`config.mk`:
```
export PLATFORM = sky130hd
export DESIGN_NAME = deer_front
export DESIGN_NICKNAME = d
export VERILOG_FILES = /design/src/design/deer_pkg.sv /design/src/design/deer_front.sv
export SDC_FILE = /design/constraint.sdc
export NUM_CORES = 1
export LEC_CHECK = 0
export BUFFER_PORTS_ARGS = -buffer_cell sky130_fd_sc_hd__buf_4
export CORE_UTILIZATION = 47
export CTS_CLUSTER_SIZE = 20
export DETAILED_ROUTE_END_ITERATION = 16
export GPL_TIMING_DRIVEN = 0
export PLACE_DENSITY_LB_ADDON = 0.08
export SLEW_MARGIN = 20
export SYNTH_ARGS = -nofsm -noshare
export SYNTH_HDL_FRONTEND = slang
export SYNTH_SLANG_ARGS = --single-unit
```
`constraint.sdc`:
```
create_clock -name clk_i -period 2.31 [get_ports clk_i]
set_clock_uncertainty 0.05 [all_clocks]
set_input_delay 0.1155 -clock clk_i [delete_from_list [all_inputs] [get_ports clk_i]]
set_output_delay 0.1155 -clock clk_i [all_outputs]
set_load 0.01 [all_outputs]
```
`src/design/deer_pkg.sv`:
```
`timescale 1ns / 1ps
package deer_pkg;
  localparam int MAX_SCORES_DEF  = 1024;
  localparam int SWEEP_STEPS_DEF = 1000;
  localparam int SCORE_BITS_DEF  = 16;

  localparam int ID_W   = 16;
  localparam int IN_W   = 16;
  localparam int RATE_W = 17;
  localparam int TOT_W  = 11;
  localparam int STAT_W = 2;
  localparam int FRAC_W = 16;

  localparam logic [RATE_W-1:0] TARGET_RST = 17'd655;
  localparam logic [RATE_W-1:0] ONE_Q16    = 17'h10000;

  typedef enum logic [STAT_W-1:0] {
    STAT_OK      = 2'd0,
    STAT_EMPTY   = 2'd1,
    STAT_DROPPED = 2'd2
  } status_e;
endpackage

```
`src/design/deer_front.sv`:
```
`timescale 1ns / 1ps
module deer_front import deer_pkg::*; #(
  parameter int SCORE_BITS = SCORE_BITS_DEF
) (
  input  logic                  clk_i,
  input  logic                  rst_ni,
  input  logic                  push,
  output logic                  full,
  input  logic [ID_W-1:0]       first_subject_i,
  input  logic [ID_W-1:0]       second_subject_i,
  input  logic [IN_W-1:0]       distance_score_i,
  input  logic                  final_score_i,
  output logic                  q_empty_o,
  input  logic                  q_pop_i,
  output logic [SCORE_BITS-1:0] q_score_o,
  output logic                  q_gen_o,
  output logic                  q_last_o
);
  logic [SCORE_BITS-1:0] score_q [2];
  logic [1:0]            gen_q, last_q;
  logic                  wp_q, rp_q;
  logic [1:0]            cnt_q;
  logic                  do_push, do_pop;

  assign full      = cnt_q == 2'd2;
  assign q_empty_o = cnt_q == 2'd0;
  assign do_push   = push && !full;
  assign do_pop    = q_pop_i && !q_empty_o;
  assign q_score_o = score_q[rp_q];
  assign q_gen_o   = gen_q[rp_q];
  assign q_last_o  = last_q[rp_q];

  always_ff @(posedge clk_i) begin
    if (do_push) begin
      score_q[wp_q] <= SCORE_BITS'(distance_score_i);
      gen_q[wp_q]   <= first_subject_i == second_subject_i;
      last_q[wp_q]  <= final_score_i;
    end
  end

  always_ff @(posedge clk_i or negedge rst_ni) begin
    if (!rst_ni) begin
      wp_q  <= 1'b0;
      rp_q  <= 1'b0;
      cnt_q <= 2'd0;
    end else begin
      if (do_push) begin
        wp_q <= !wp_q;
      end
      if (do_pop) begin
        rp_q <= !rp_q;
      end
      cnt_q <= cnt_q + {1'b0, do_push} - {1'b0, do_pop};
    end
  end
endmodule

```
==> metrics.yaml <==
route:
  wl_met3_um: 229
  ant_nets: 0
  wl_met1_um: 1056
  num_vias: 1130
  drt_iter0_drc: 20
  drtPass1Iterations: 4
  route.detailed.drc: 0
  wl_met2_um: 1779
  avgViaCountPerCell: 4.708
  routed_wl_um: 3110
  highest_layer: "met4"
  routedWlPerCell_um: 12.96
timing:
  tns_ps: 0
  slew_headroom: 0.4327
  setup_viol: 0
  hold_viol: 0
  clock.fmax_mhz: 573.7
  period_needed_ps: 1743
  tightest_slew_ps: 850.9
  drv_slew: 0
  fin_hold_ws_ps: 35.56
  fin_crit_sh: 0.7545
  grt_setup_unrepaired: "no"
clock_network:
  cts_resized: 0
  htree_levels: 2
  post_cts_buffers: 0
  cts_buffers: 5
  cts_tree: "built"
  path_clk_slew_ps: 120
  cts_root_buf: "clkbuf_4"
  clockBufferDepth: 2
  hold_buffers: 18
  clkSinkCount: 40
  clock_latency_ps: 340
placement:
  port_buffers: 72
  dp_cells: 214
  dp_hpwl_um: 2203
  gp_congestion: 0.6939
synthesis:
  synth.distinct_cells: 17
  synthesis.nets: 150
  yosysWarningCount: 0
  synth_top_area_cell: "edfxtp_1"
  seq_area_frac_synth: 0.6841
  synth_edf_count: 36
  async_flop_share: 0.1000
  postSynthCellCount: 95
  syn_area_mm2: 0.001727
  syn_area_per_cell_um2: 18.18
  synth_area_leaders: "edfxtp_1 (63%), xnor2_1 (9.6%), mux2_4 (7.8%), mux2_2 (5.9%), dfrtp_1 (5.8%)"
  synth_top_area_frac: 0.6261
  synth_seq_cells: 40
  synthFlopType: "edfxtp_1"
floorplan:
  die_w_um: 62.61
  start_util: 0.5055
  core-area_mm2: 0.003416
  num_rows: 21
  die-area_mm2: 0.003920
  boundaryPins: 73
  chipHeight_um: 62.61
global_routing:
  gr-total-overflow: 0
  antenna_found_initial: 0
  track_usage: 0.1770
  grt_pass1_vias: 1216
  grt_pass1_wl_um: 5099
  grt_max_degree: 19
pwr:
  power_w: 0.002557
  ir_drop_v: 0.0005486
  switchingPower_w: 0.0007268
  powerDensity_mw_per_mm2: 982.6
  internal_power_w: 0.001830
  p_sw_frac: 0.2842
  seqPwrFrac: 0.414
  leakagePower_nw: 1.069
  p_comb_frac: 0.412
  clockPowerShare: 0.174
final_layout:
  utilization: 0.7619
  antenna-diode-count: 0
  final_cells: 240
  drive_above_1_share: 0.5361
  syn_to_final_growth_pct: 50.72
  nets: 248
flow_run:
  maxCapViolCount: 0
critical_path:
  timing.rr.start: "cnt_q[1]"
  crit_fanout: 18
  path_class: "reg2reg"
  worstSetupStartpointType: "flop"
  r2r_setup_slack_ps: 570
  rr_worst_depth: 2
  cp.required_ps: 2240
  cp.arrival_ps: 1670
  cp-end-kind: "flop"
  timing.rr.end: "score_q[1][0]"
outcome:
  status: "finished clean"
worst_hold_path:
  hold_class: "in2async"
## sequential cells by signal (all words and copies together) (netlist names)
signal	cells
score_q	32
cnt_q	2
gen_q	2
last_q	2
rp_q	1
wp_q	1
## final cells by class
cell class                 count  area (um2)
inverter                       2       7.507
timing repair buffer          91       735.7
multi-input combinational     51       509.2
clock inverter                 3       42.54
fill                         222       813.3
buffer                         2       31.28
tap                           46       57.56
sequential                    40        1181
clock buffer                   5       37.54
## how the worst max path moves through the flow
stage	from	endpoint	slack, ps	depth (start not counted)
3_3_place_gp	cnt_q[1]	score_q[0][15]	50	3
3_5_place_dp	cnt_q[1]	score_q[1][10]	570	2
5_1_grt	cnt_q[1]	score_q[1][0]	470	2
6_report	cnt_q[1]	score_q[1][0]	570	2
2_1_floorplan	cnt_q[1]	gen_q[0]	500	3
4_1_cts	cnt_q[1]	score_q[1][10]	540	2
## layer usage
layer  vias up  track usage
met5         -            0
li1        548            -
met3         5      0.06569
met2        53       0.3370
met1       524       0.1720
met4         0      0.06105
## per-stage QoR
| step | setup slack, ps | area, um2 |
|---|---|---|
| after detailed placement | 568.3 | 2342 |
| after global placement | 48.60 | 2325 |
| after CTS | 540.1 | 2603 |
| after floorplan | 495.2 | 1727 |
| after global routing | 471.3 | 2603 |
| final | 567.1 | 2603 |
## cells by family after synthesis
kind of cell             after synthesis  synth area share
multiplexers                          18            0.1370
flip-flops                            40            0.6841
adder cells (fa/ha/maj)                2           0.01449
buffers and inverters                  4           0.02247
AND/OR/NAND/NOR                       11           0.04058
XOR/XNOR                              20            0.1015
## cells in the mapped netlist, drive strengths merged, types with 2 or more instances
master   n
edfxtp  36
buf      2
mux2    18
nor2     2
nand4    4
xnor2   19
ha       2
inv      2
dfrtp    4
## critical path: stages, from the launching register on
cell and delay (ps):
dfrtp_1 440, nand2b_1 150, and3_1 740
## cells in the final DEF (no fill, tap or decap)
cell type and count:
nor2_2 1, nor4_2 1, dlygate4sd3_1 18, nand2_1 1
bufinv_16 1, ha_1 2, xor2_1 1, nor2b_2 1
clkbuf_4 5, dfrtp_1 4, nand2b_1 1, clkinvlp_4 1
mux2_2 9, buf_8 1, xnor2_1 19, buf_4 72
mux2_4 9, buf_12 1, and3_1 1, nor2_1 1
edfxtp_1 36, buf_6 1, nand4_1 4, inv_1 2
clkinv_2 1
## power groups by stage
stage / Sequential, W / Combinational, W / Clock (W)
6_report: 0.00106 / 0.00105 / 0.000445
5_1_grt: 0.00108 / 0.00114 / 0.000483
4_1_cts: 0.00106 / 0.00107 / 0.000463
3_5_place_dp: 0.00108 / 0.00105 / 0
3_3_place_gp: 0.00107 / 0.000997 / 0
2_1_floorplan: 0.00106 / 0.000623 / 0
(Power assumes the default switching activity.)
